[config.mk]
export PLATFORM = sky130hd
export DESIGN_NAME = periodic_task_tick_scheduler
export DESIGN_NICKNAME = d
export VERILOG_FILES = /design/src/hw/rtl/ptts_pkg.sv /design/src/hw/rtl/ptts_ctrl.sv /design/src/hw/rtl/ptts_dp.sv /design/src/hw/rtl/periodic_task_tick_scheduler.sv
export SDC_FILE = /design/constraint.sdc
export NUM_CORES = 1
export LEC_CHECK = 0
export ABC_AREA = 1
export BUFFER_PORTS_ARGS = -buffer_cell sky130_fd_sc_hd__buf_2
export CORE_ASPECT_RATIO = 0.6
export CORE_UTILIZATION = 45
export CTS_CLUSTER_DIAMETER = 40
export DETAILED_ROUTE_END_ITERATION = 6
export GPL_ROUTABILITY_DRIVEN = 1
export PLACE_DENSITY_LB_ADDON = 0.2
export SYNTH_ARGS = -nofsm -noshare
export SYNTH_HDL_FRONTEND = slang
export SYNTH_SLANG_ARGS = --single-unit
[constraint.sdc]
create_clock -name clk -period 3.3 [get_ports clk]
set_input_delay 0 -clock clk [delete_from_list [all_inputs] [get_ports clk]]
set_output_delay 0 -clock clk [all_outputs]
set_load 0.05 [all_outputs]
[src/hw/rtl/ptts_pkg.sv]
`timescale 1ns / 1ps

package ptts_pkg;

    // Operation codes of the func field.
    localparam logic [2:0] OP_TICK    = 3'd0;
    localparam logic [2:0] OP_ADD     = 3'd1;
    localparam logic [2:0] OP_SUSPEND = 3'd2;
    localparam logic [2:0] OP_RESUME  = 3'd3;
    localparam logic [2:0] OP_REMOVE  = 3'd4;

    // Status codes of a result.
    localparam logic [1:0] ST_OK      = 2'd0;
    localparam logic [1:0] ST_TAKEN   = 2'd1;
    localparam logic [1:0] ST_INVALID = 2'd2;

    // Commands from the controller to the datapath.
    typedef struct packed {
        logic capture;    // latch the accepted transaction
        logic scan_step;  // process one table slot of a tick
        logic do_op;      // apply a non-tick operation and load its result
        logic emit_fire;  // load the next fired slot into the output register
        logic emit_none;  // load the single no-fire result
    } cmd_t;

    // Status from the datapath to the controller.
    typedef struct packed {
        logic scan_last;  // the scan is at the last slot
        logic mask_any;   // at least one fired slot is still to be reported
        logic mask_one;   // exactly one fired slot is still to be reported
        logic out_free;   // the output register can take a result this cycle
    } sts_t;

endpackage

[src/hw/rtl/ptts_ctrl.sv]
`timescale 1ns / 1ps

module ptts_ctrl
(
    input  logic          clk,
    input  logic          rst_n,
    input  logic          in_valid,
    input  logic [2:0]    func,
    output logic          in_stall,
    output ptts_pkg::cmd_t cmd,
    input  ptts_pkg::sts_t sts
);
    import ptts_pkg::*;

    typedef enum logic [1:0] {
        S_IDLE,
        S_OP,
        S_SCAN,
        S_EMIT
    } state_t;

    state_t state_reg;
    state_t state_next;
    logic   in_stall_reg;
    logic   in_stall_next;

    // Next state and the command for the current cycle.
    always_comb
    begin
        state_next = state_reg;
        cmd        = '0;
        unique case (state_reg)
            S_IDLE:
            begin
                if (in_valid)
                begin
                    cmd.capture = 1'b1;
                    state_next  = (func == OP_TICK) ? S_SCAN : S_OP;
                end
            end
            S_OP:
            begin
                if (sts.out_free)
                begin
                    cmd.do_op  = 1'b1;
                    state_next = S_IDLE;
                end
            end
            S_SCAN:
            begin
                cmd.scan_step = 1'b1;
                if (sts.scan_last)
                begin
                    state_next = S_EMIT;
                end
            end
            S_EMIT:
            begin
                if (sts.out_free)
                begin
                    if (sts.mask_any)
                    begin
                        cmd.emit_fire = 1'b1;
                        if (sts.mask_one)
                        begin
                            state_next = S_IDLE;
                        end
                    end
                    else
                    begin
                        cmd.emit_none = 1'b1;
                        state_next    = S_IDLE;
                    end
                end
            end
            default:
            begin
                state_next = S_IDLE;
            end
        endcase
        in_stall_next = (state_next != S_IDLE);
    end

    // State and registered stall.
    always_ff @(posedge clk or negedge rst_n)
    begin
        if (!rst_n)
        begin
            state_reg    <= S_IDLE;
            in_stall_reg <= 1'b0;
        end
        else
        begin
            state_reg    <= state_next;
            in_stall_reg <= in_stall_next;
        end
    end

    assign in_stall = in_stall_reg;

endmodule

[src/hw/rtl/ptts_dp.sv]
`timescale 1ns / 1ps

module ptts_dp
#(
    parameter int MAX_TASKS = 8
)
(
    input  logic           clk,
    input  logic           rst_n,
    input  logic [2:0]     func,
    input  logic [3:0]     slot,
    input  logic [15:0]    period,
    input  logic [15:0]    first_delay,
    input  logic           out_stall,
    output logic           out_valid,
    output logic           fired,
    output logic [3:0]     fired_slot,
    output logic [1:0]     status,
    output logic           last,
    input  ptts_pkg::cmd_t cmd,
    output ptts_pkg::sts_t sts
);
    import ptts_pkg::*;

    localparam int         IDX_W   = (MAX_TASKS > 1) ? $clog2(MAX_TASKS) : 1;
    localparam logic [5:0] MAX_T6  = 6'(MAX_TASKS);
    localparam logic [IDX_W-1:0] LAST_IDX = IDX_W'(MAX_TASKS - 1);

    // Task table.
    logic [MAX_TASKS-1:0] present_reg;
    logic [MAX_TASKS-1:0] running_reg;
    logic [15:0]          period_reg    [MAX_TASKS];
    logic [15:0]          countdown_reg [MAX_TASKS];

    // Captured transaction and scan state.
    logic [2:0]           func_reg;
    logic                 slot_ok_reg;
    logic [15:0]          period_in_reg;
    logic [15:0]          delay_in_reg;
    logic [IDX_W-1:0]     idx_reg;
    logic [MAX_TASKS-1:0] mask_reg;

    // Output register.
    logic                 out_valid_reg;
    logic                 fired_reg;
    logic [3:0]           fired_slot_reg;
    logic [1:0]           status_reg;
    logic                 last_reg;

    logic [4:0]           slot_m1;
    logic                 slot_ok;
    logic [15:0]          cd_cur;
    logic [MAX_TASKS-1:0] low_bit;
    logic [MAX_TASKS-1:0] mask_rest;
    logic [IDX_W-1:0]     ff_idx;
    logic [5:0]           ff_slot_wide;
    logic [1:0]           op_status;
    logic                 out_free;

    // Slot decode of the incoming transaction; a single table index serves both
    // the scan and the slot operations.
    assign slot_m1 = {1'b0, slot} - 5'd1;
    assign slot_ok = (slot != 4'd0) && ({2'b00, slot} <= MAX_T6);
    assign cd_cur  = countdown_reg[idx_reg];

    // Lowest pending fired slot, isolated and encoded.
    assign low_bit   = mask_reg & (-mask_reg);
    assign mask_rest = mask_reg ^ low_bit;

    always_comb
    begin
        ff_idx = '0;
        for (int i = 0; i < MAX_TASKS; i++)
        begin
            if (low_bit[i])
            begin
                ff_idx = ff_idx | IDX_W'(i);
            end
        end
    end

    assign ff_slot_wide = 6'(ff_idx) + 6'd1;

    // Status of a non-tick operation. Unused codes always report success,
    // whatever the slot.
    always_comb
    begin
        op_status = ST_OK;
        if (func_reg > OP_REMOVE)
        begin
            op_status = ST_OK;
        end
        else if (!slot_ok_reg)
        begin
            op_status = ST_INVALID;
        end
        else if ((func_reg == OP_ADD) && present_reg[idx_reg])
        begin
            op_status = ST_TAKEN;
        end
    end

    assign out_free = !out_valid_reg || !out_stall;

    // Capture of the accepted transaction and the scan index.
    always_ff @(posedge clk)
    begin
        if (cmd.capture)
        begin
            func_reg      <= func;
            slot_ok_reg   <= slot_ok;
            period_in_reg <= period;
            delay_in_reg  <= first_delay;
            idx_reg       <= (func == OP_TICK) ? '0 : slot_m1[IDX_W-1:0];
        end
        else if (cmd.scan_step)
        begin
            idx_reg <= idx_reg + 1'b1;
        end
    end

    // Period store, written only by a successful add.
    always_ff @(posedge clk)
    begin
        if (cmd.do_op && slot_ok_reg && (func_reg == OP_ADD) && !present_reg[idx_reg])
        begin
            period_reg[idx_reg] <= period_in_reg;
        end
    end

    // Flags, countdowns and the fired mask.
    always_ff @(posedge clk or negedge rst_n)
    begin
        if (!rst_n)
        begin
            present_reg <= '0;
            running_reg <= '0;
            mask_reg    <= '0;
            for (int i = 0; i < MAX_TASKS; i++)
            begin
                countdown_reg[i] <= '0;
            end
        end
        else
        begin
            if (cmd.capture)
            begin
                mask_reg <= '0;
            end
            else if (cmd.emit_fire)
            begin
                mask_reg <= mask_rest;
            end

            if (cmd.scan_step && running_reg[idx_reg])
            begin
                if (cd_cur == 16'd0)
                begin
                    if (present_reg[idx_reg])
                    begin
                        countdown_reg[idx_reg] <= period_reg[idx_reg] - 16'd1;
                        mask_reg[idx_reg]      <= 1'b1;
                    end
                end
                else
                begin
                    countdown_reg[idx_reg] <= cd_cur - 16'd1;
                end
            end

            if (cmd.do_op && slot_ok_reg)
            begin
                case (func_reg)
                    OP_ADD:
                    begin
                        if (!present_reg[idx_reg])
                        begin
                            countdown_reg[idx_reg] <= delay_in_reg;
                            running_reg[idx_reg]   <= 1'b1;
                            present_reg[idx_reg]   <= 1'b1;
                        end
                    end
                    OP_SUSPEND:
                    begin
                        running_reg[idx_reg] <= 1'b0;
                    end
                    OP_RESUME:
                    begin
                        running_reg[idx_reg] <= 1'b1;
                    end
                    OP_REMOVE:
                    begin
                        present_reg[idx_reg] <= 1'b0;
                    end
                    default:
                    begin
                    end
                endcase
            end
        end
    end

    // Output valid flag.
    always_ff @(posedge clk or negedge rst_n)
    begin
        if (!rst_n)
        begin
            out_valid_reg <= 1'b0;
        end
        else if (cmd.do_op || cmd.emit_fire || cmd.emit_none)
        begin
            out_valid_reg <= 1'b1;
        end
        else if (!out_stall)
        begin
            out_valid_reg <= 1'b0;
        end
    end

    // Output payload, loaded only when the register is free.
    always_ff @(posedge clk)
    begin
        if (cmd.emit_fire)
        begin
            fired_reg      <= 1'b1;
            fired_slot_reg <= ff_slot_wide[3:0];
            status_reg     <= ST_OK;
            last_reg       <= (mask_rest == '0);
        end
        else if (cmd.do_op || cmd.emit_none)
        begin
            fired_reg      <= 1'b0;
            fired_slot_reg <= 4'd0;
            status_reg     <= cmd.do_op ? op_status : ST_OK;
            last_reg       <= 1'b1;
        end
    end

    assign sts.scan_last = (idx_reg == LAST_IDX);
    assign sts.mask_any  = (mask_reg != '0);
    assign sts.mask_one  = (mask_reg != '0) && (mask_rest == '0);
    assign sts.out_free  = out_free;

    assign out_valid  = out_valid_reg;
    assign fired      = fired_reg;
    assign fired_slot = fired_slot_reg;
    assign status     = status_reg;
    assign last       = last_reg;

endmodule

[src/hw/rtl/periodic_task_tick_scheduler.sv]
`timescale 1ns / 1ps
// Periodic task tick scheduler: a table of MAX_TASKS priority slots.
// Input channel (in_valid / in_stall) carries func, slot, period and
// first_delay; a transaction is taken when in_valid is high and in_stall low.
// Output channel (out_valid / out_stall) carries fired, fired_slot, status and
// last; last marks the final result of one input transaction.
// Add, suspend, resume and remove give one status result each. A tick scans
// the table one slot per cycle, slot 1 first, then reports each fired slot,
// one per cycle while the receiver does not stall, or one no-fire result.
// The single table read port of the scan sets the scan rate.
// The block takes a new transaction as soon as the previous one has put its
// final result into the output register, even while that result still waits.
// When the receiver stalls, the output register holds its result and the
// block waits; no result is dropped or repeated.
// Reset clears all slots: nothing present, nothing running, countdowns zero.

module periodic_task_tick_scheduler
#(
    parameter int MAX_TASKS = 8
)
(
    input  logic        clk,
    input  logic        rst_n,
    input  logic        in_valid,
    output logic        in_stall,
    input  logic [2:0]  func,
    input  logic [3:0]  slot,
    input  logic [15:0] period,
    input  logic [15:0] first_delay,
    output logic        out_valid,
    input  logic        out_stall,
    output logic        fired,
    output logic [3:0]  fired_slot,
    output logic [1:0]  status,
    output logic        last
);
    import ptts_pkg::*;

    cmd_t cmd;
    sts_t sts;

    // Sequencer for accept, scan, report.
    ptts_ctrl u_ctrl
    (
        .clk      (clk),
        .rst_n    (rst_n),
        .in_valid (in_valid),
        .func     (func),
        .in_stall (in_stall),
        .cmd      (cmd),
        .sts      (sts)
    );

    // Task table, scan and output register.
    ptts_dp #(
        .MAX_TASKS (MAX_TASKS)
    ) u_dp
    (
        .clk         (clk),
        .rst_n       (rst_n),
        .func        (func),
        .slot        (slot),
        .period      (period),
        .first_delay (first_delay),
        .out_stall   (out_stall),
        .out_valid   (out_valid),
        .fired       (fired),
        .fired_slot  (fired_slot),
        .status      (status),
        .last        (last),
        .cmd         (cmd),
        .sts         (sts)
    );

endmodule

# Word-level counts from Yosys, hierarchy flattened
# Memory sizes are Yosys's and may differ from the RTL's. A register that Yosys moved wholly into a read port is not among the register bits.
# Cells that the tools add are included.
# Widths: inputs -> output; s select.
[classes]
reduce_logical = 29
eq_ne = 10
bitwise_logic = 9
n_lt_le_gt_ge = 6
mux = 69
addsub = 6
[ops]
columns = ["cell", "count"]
rows = [
  ["$mux 128", 6],
  ["$bwmux 128", 3],
  ["$mux 8", 7],
  ["$bmux 16 s3", 1],
  ["$demux 16 s3", 1],
  ["$mux 16", 3],
  ["$sub 16x1->16 const B", 2],
  ["$mux 2", 14],
  ["$and 8x8->8", 3],
  ["$mux 3", 8],
  ["$or 8x8->8", 3],
  ["$pmux 8 s3", 1],
  ["$mux 1", 18],
  ["$logic_not 16->1", 1],
  ["$pmux 8 s2", 1],
  ["$logic_and 1x1->1", 9],
  ["$logic_not 8->1", 1],
  ["$mux 4", 2],
  ["$neg 8->8", 1],
  ["$not 8->8", 1],
  ["$pmux 2 s4", 1],
  ["$reduce_bool 2->1", 4],
  ["$reduce_bool 8->1", 1],
  ["$xor 8x8->8", 1],
  ["26 further kinds", 36],
]
[totals]
in_bits = 43
ram_bits = 128
ff_bits = 203
wordCells = 153
output_inout_bits = 10
mem_count = 1
[mem_list]
columns = ["name", "depth", "word_bits", "read_ports", "rd_ports_with_merged_regs", "write_ports", "line_no", "rtl"]
rows = [
  ["u_dp.period_reg", 8, 16, 1, 1, 1, "ptts_dp.sv:32", "logic [15:0] period_reg [MAX_TASKS];"],
]

# Longest topological paths before layout
[logic_depth]
ltp_word = 13
ltp_mapped = 25

# Cells and area by module
# Synthesis repeated with hierarchy kept, for this count alone.
[hier_totals]
hier_cells = 3357
area_unflattened_um2 = 22027.4
[modules_own_cells]
columns = ["mod", "cells_per_inst", "area_per_inst_um2", "seq_area_each_um2", "instances"]
rows = [
  ["ptts_dp", 3326, 21812.2, 9113.7, 1],
  ["ptts_ctrl", 31, 215.2, 75.1, 1],
]

# Least setup slack after synthesis
# No wires, ideal clock.
[synth_timing]
path_kind = "flip-flop to flip-flop"
from = "register u_dp.idx_reg[0]"
to = "register u_dp.countdown_reg[118] (netlist name)"
stages_incl_launch_ff = 14
period_less_slack_ns = 3.083
slack_ns = 0.217
arrival_ns = 2.961
path_buffers = 3
cell_sequence = "edfxtp_1 buf_6 buf_4 nand3_1 nor2_1 nor4_1 nand2_1 inv_2 nand2_1 nor2_1 inv_1 buf_2 nor2_1 a21oi_1"
[synth_between]
elab_chain_len = 13
[synth_lines]
columns = ["item", "line_no", "rtl"]
rows = [
  ["start: declaration", "ptts_dp.sv:40", "logic [IDX_W-1:0] idx_reg;"],
  ["start signal: assignment", "ptts_dp.sv:114", "idx_reg <= (func == OP_TICK) ? '0 : slot_m1[IDX_W-1:0];"],
  ["start signal: assignment", "ptts_dp.sv:118", "idx_reg <= idx_reg + 1'b1;"],
  ["parallel branches: the longest is 12 deep, another holds $sub 16x1->16", "-", ""],
  ["$mux 128 *", "ptts_dp.sv:171", "if (cmd.do_op && slot_ok_reg)"],
  ["end signal: indexed assignment", "ptts_dp.sv:161", "countdown_reg[idx_reg] <= period_reg[idx_reg] - 16'd1;"],
  ["end signal: indexed assignment", "ptts_dp.sv:167", "countdown_reg[idx_reg] <= cd_cur - 16'd1;"],
  ["end signal: indexed assignment", "ptts_dp.sv:178", "countdown_reg[idx_reg] <= delay_in_reg;"],
  ["end: declaration", "ptts_dp.sv:33", "logic [15:0] countdown_reg [MAX_TASKS];"],
]
# Every way passes the cells marked *. The select of a mux whose other input is x is not followed.
# A chain may end at the register's enable or synchronous reset.

# Worst setup path after layout
[layout_timing]
from = "register u_dp.idx_reg[1]"
to = "register u_dp.countdown_reg[108] (netlist name)"
# Same word-level chain as after synthesis.

==> metrics <==
status=complete, but fails checks; failing checks=DRC; # rows=62; Seq. cell area=9190 um2; Critical Path RT=3.75 ns; Initial Util=45.6%; Layout fillers=4637; final setup violation count=0; CTS sink cnt=334; Netlist cell types=44; DRC viols=13; Worst path most repeated cell=nor2_1; Cells after Synth=3225; Die W=286 um; die area=49400 um2; CP max stage cell=inv_1; Post-synth EDFFs=172; Final Net Count=3350; global-route wire length before repair=131 mm; CTS root buf=clkbuf_16; syn_nets=3275; Routed WL=87.0 mm; max frequency=320 MHz; sequential share of the synthesized area=42.1%; Leak=12.3 nW; initial antenna violation count=1; fin crit period=3.13 ns; Max Cap Viol=0; Worst-Margin Slew=1.14 ns; Core Util, Final=52.5%; vias per cell=5.72; flop2flop setup slack=0.17 ns; clock tree buffer depth=3; die span in y=173 um; input/output buffers=52; layout cells sized above 1=8.96%; initial drt markers=3545; relative slew slack=24.2%; Syn Area/Cell=6.76 um2; GP Congestion=1.03; Setup crit start kind=register; most frequent cells in the layout=nand2_1, inv_1, nand3_1, nor2_1, o21ai_0; Hold Crit Class=in -> reg; ys async rst share=46.7%; GRT overflow=0; Setup Total Neg Slack=0 ns; Top FF cell, synth=edfxtp_1; drt first pass iters=7; Worst EP arrival=3.58 ns; crit share post-route=94.8%; total track usage=34.9%; ranking of synthesized cells by area=edfxtp_1, dfrtp_1, nand2_1; Final Hold Violating Endpoints=0; Peak VDD IR=478 uV; total number of vias=22700; CTS H-Tree Depth=2; multi-input logic area=10000 um2; Syn Std Cell Area=21800 um2; post-synth top area share=23.7%; cell area power density=984 nW/um2; Crit path largest cell delay=0.84 ns; RSZ-0062 raised after global routing=no; leading area contributor after synthesis=edfxtp_1; core area=47800 um2; Final ANT Viol Nets=0; Max FO, Critical Path=26; CP cell instances=buf_4, nor2_1, nand2_1, nor2_1, buf_4, inv_1, nand4_1, nor2_1, nor2_1, nand3_1, a21oi_1; Synth Warn #=0; Slew Viols, Final=0; Crit Path Category=reg -> reg; post-DP HPWL=57.1 mm; Clock Latency Late Sink=0.58 ns; Diodes inserted=0; area grow syn2layout=15.1%; largest net degree at the start of global routing=117; most common cell after layout, fill and taps aside=nand2_1; CP endpoint kind=register; number of global-route vias before repair=20800; routed length per instance=21.9 um; number of synthesized register bits=334; Setup Skew=0.0241 ns; Clk pin slew, worst setup/hold paths=0.06 ns; IO Pins=53; CTS buffer count=47; buffer count from post-CTS setup fixing=0; TritonCTS clock tree=yes
[per-stage QoR]
step	power [mW]	instance area (um2)	setup WS [ns]	hold WS (ns)	cells
floorplan	14.3	21800	0.217	-0.296	3225
global placement	18.5	23100	0.288	0.114	3850
detailed placement	18.7	23100	0.276	0.114	3850
CTS	24.1	25100	0.224	0.0193	3977
global route	26.1	25100	0.00186	0.0531	3977
finish	24.7	25100	0.172	0.0317	3977
[layout make-up]
class | instances | share of cell area, %
Clock inverter | 29 | 1.45
Sequential cell | 334 | 36.6
Timing Repair Buffer | 208 | 6.94
Tap cell | 640 | 3.19
Multi-Input combinational cell | 2252 | 40.0
Inverter | 457 | 6.84
Clock buffer | 57 | 4.95
[cell usage after synthesis (12+ instances only)]
| cell type | number |
|---|---|
| edfxtp_1 | 172 |
| o21ai_0 | 211 |
| buf_6 | 17 |
| buf_1 | 24 |
| nand4_1 | 12 |
| buf_2 | 41 |
| dfrtp_1 | 156 |
| o211ai_1 | 19 |
| nand2_1 | 1030 |
| o21ai_1 | 53 |
| clkbuf_1 | 90 |
| inv_1 | 432 |
| a21oi_1 | 175 |
| inv_2 | 20 |
| nand3_1 | 392 |
| nor2_1 | 265 |
[final timing paths]
| check | endpoint | cells past startpoint | startpoint |
|---|---|---|---|
| min in group asynchronous | asynchronous set/reset pin | 2 | rst_n |
| setup reg to reg | u_dp.countdown_reg[108] | 11 | u_dp.idx_reg[1] |
| hold / removal | u_dp.mask_reg[2] | 4 | in_valid |
| hold reg to reg | u_dp.fired | 2 | u_dp.fired |
| setup / recovery | u_dp.countdown_reg[108] | 11 | u_dp.idx_reg[1] |
| max in group asynchronous | u_dp.countdown_reg[91] | 3 | rst_n |
[worst max-delay path: cells and delay by family (launching register included)]
family / cells / cell delay, ns
flip-flops: 1 / 0.42
AND/OR/NAND/NOR: 7 / 1.05
AO/OA/AOI/OAI: 1 / 0.06
buffers and inverters: 3 / 1.46
[power by group]
| group | switching [mW] | internal (mW) | leakage [nW] |
|---|---|---|---|
| combinational | 9.33 | 3.87 | 8.27 |
| sequential | 0.762 | 5.41 | 3.27 |
| clock | 2.09 | 3.25 | 0.778 |
| total | 12.2 | 12.5 | 12.3 |
[repair_timing]
item,CTS,global route
setup endpoints to repair,0,38
hold buffers,41,0
resized for setup,0,8
hold endpoints to repair,117,0
[layer usage]
metal / up-vias / global-route usage (%) / share of wire [%]
met5: - / 0 / 0.036
met4: 2 / 8.31 / 2.2
met3: 168 / 11.1 / 15
met2: 1523 / 46.5 / 38
met1: 10600 / 53.7 / 44
li1: 10400 / - / -
[cells by family (layout without fill, tap and decap cells)]
| group | after synthesis | in the layout | share of synthesized area, % |
|---|---|---|---|
| AND/OR/NAND/NOR | 1734 | 1734 | 32.8 |
| AO/OA/AOI/OAI | 495 | 495 | 12.0 |
| adder cells (fa/ha/maj) | 7 | 7 | 0.402 |
| buffers and inverters | 639 | 751 | 12.0 |
| flip-flops | 334 | 334 | 42.1 |
| multiplexers | 5 | 5 | 0.230 |
| XOR/XNOR | 11 | 11 | 0.476 |
Power figures use the tool's default switching activity.
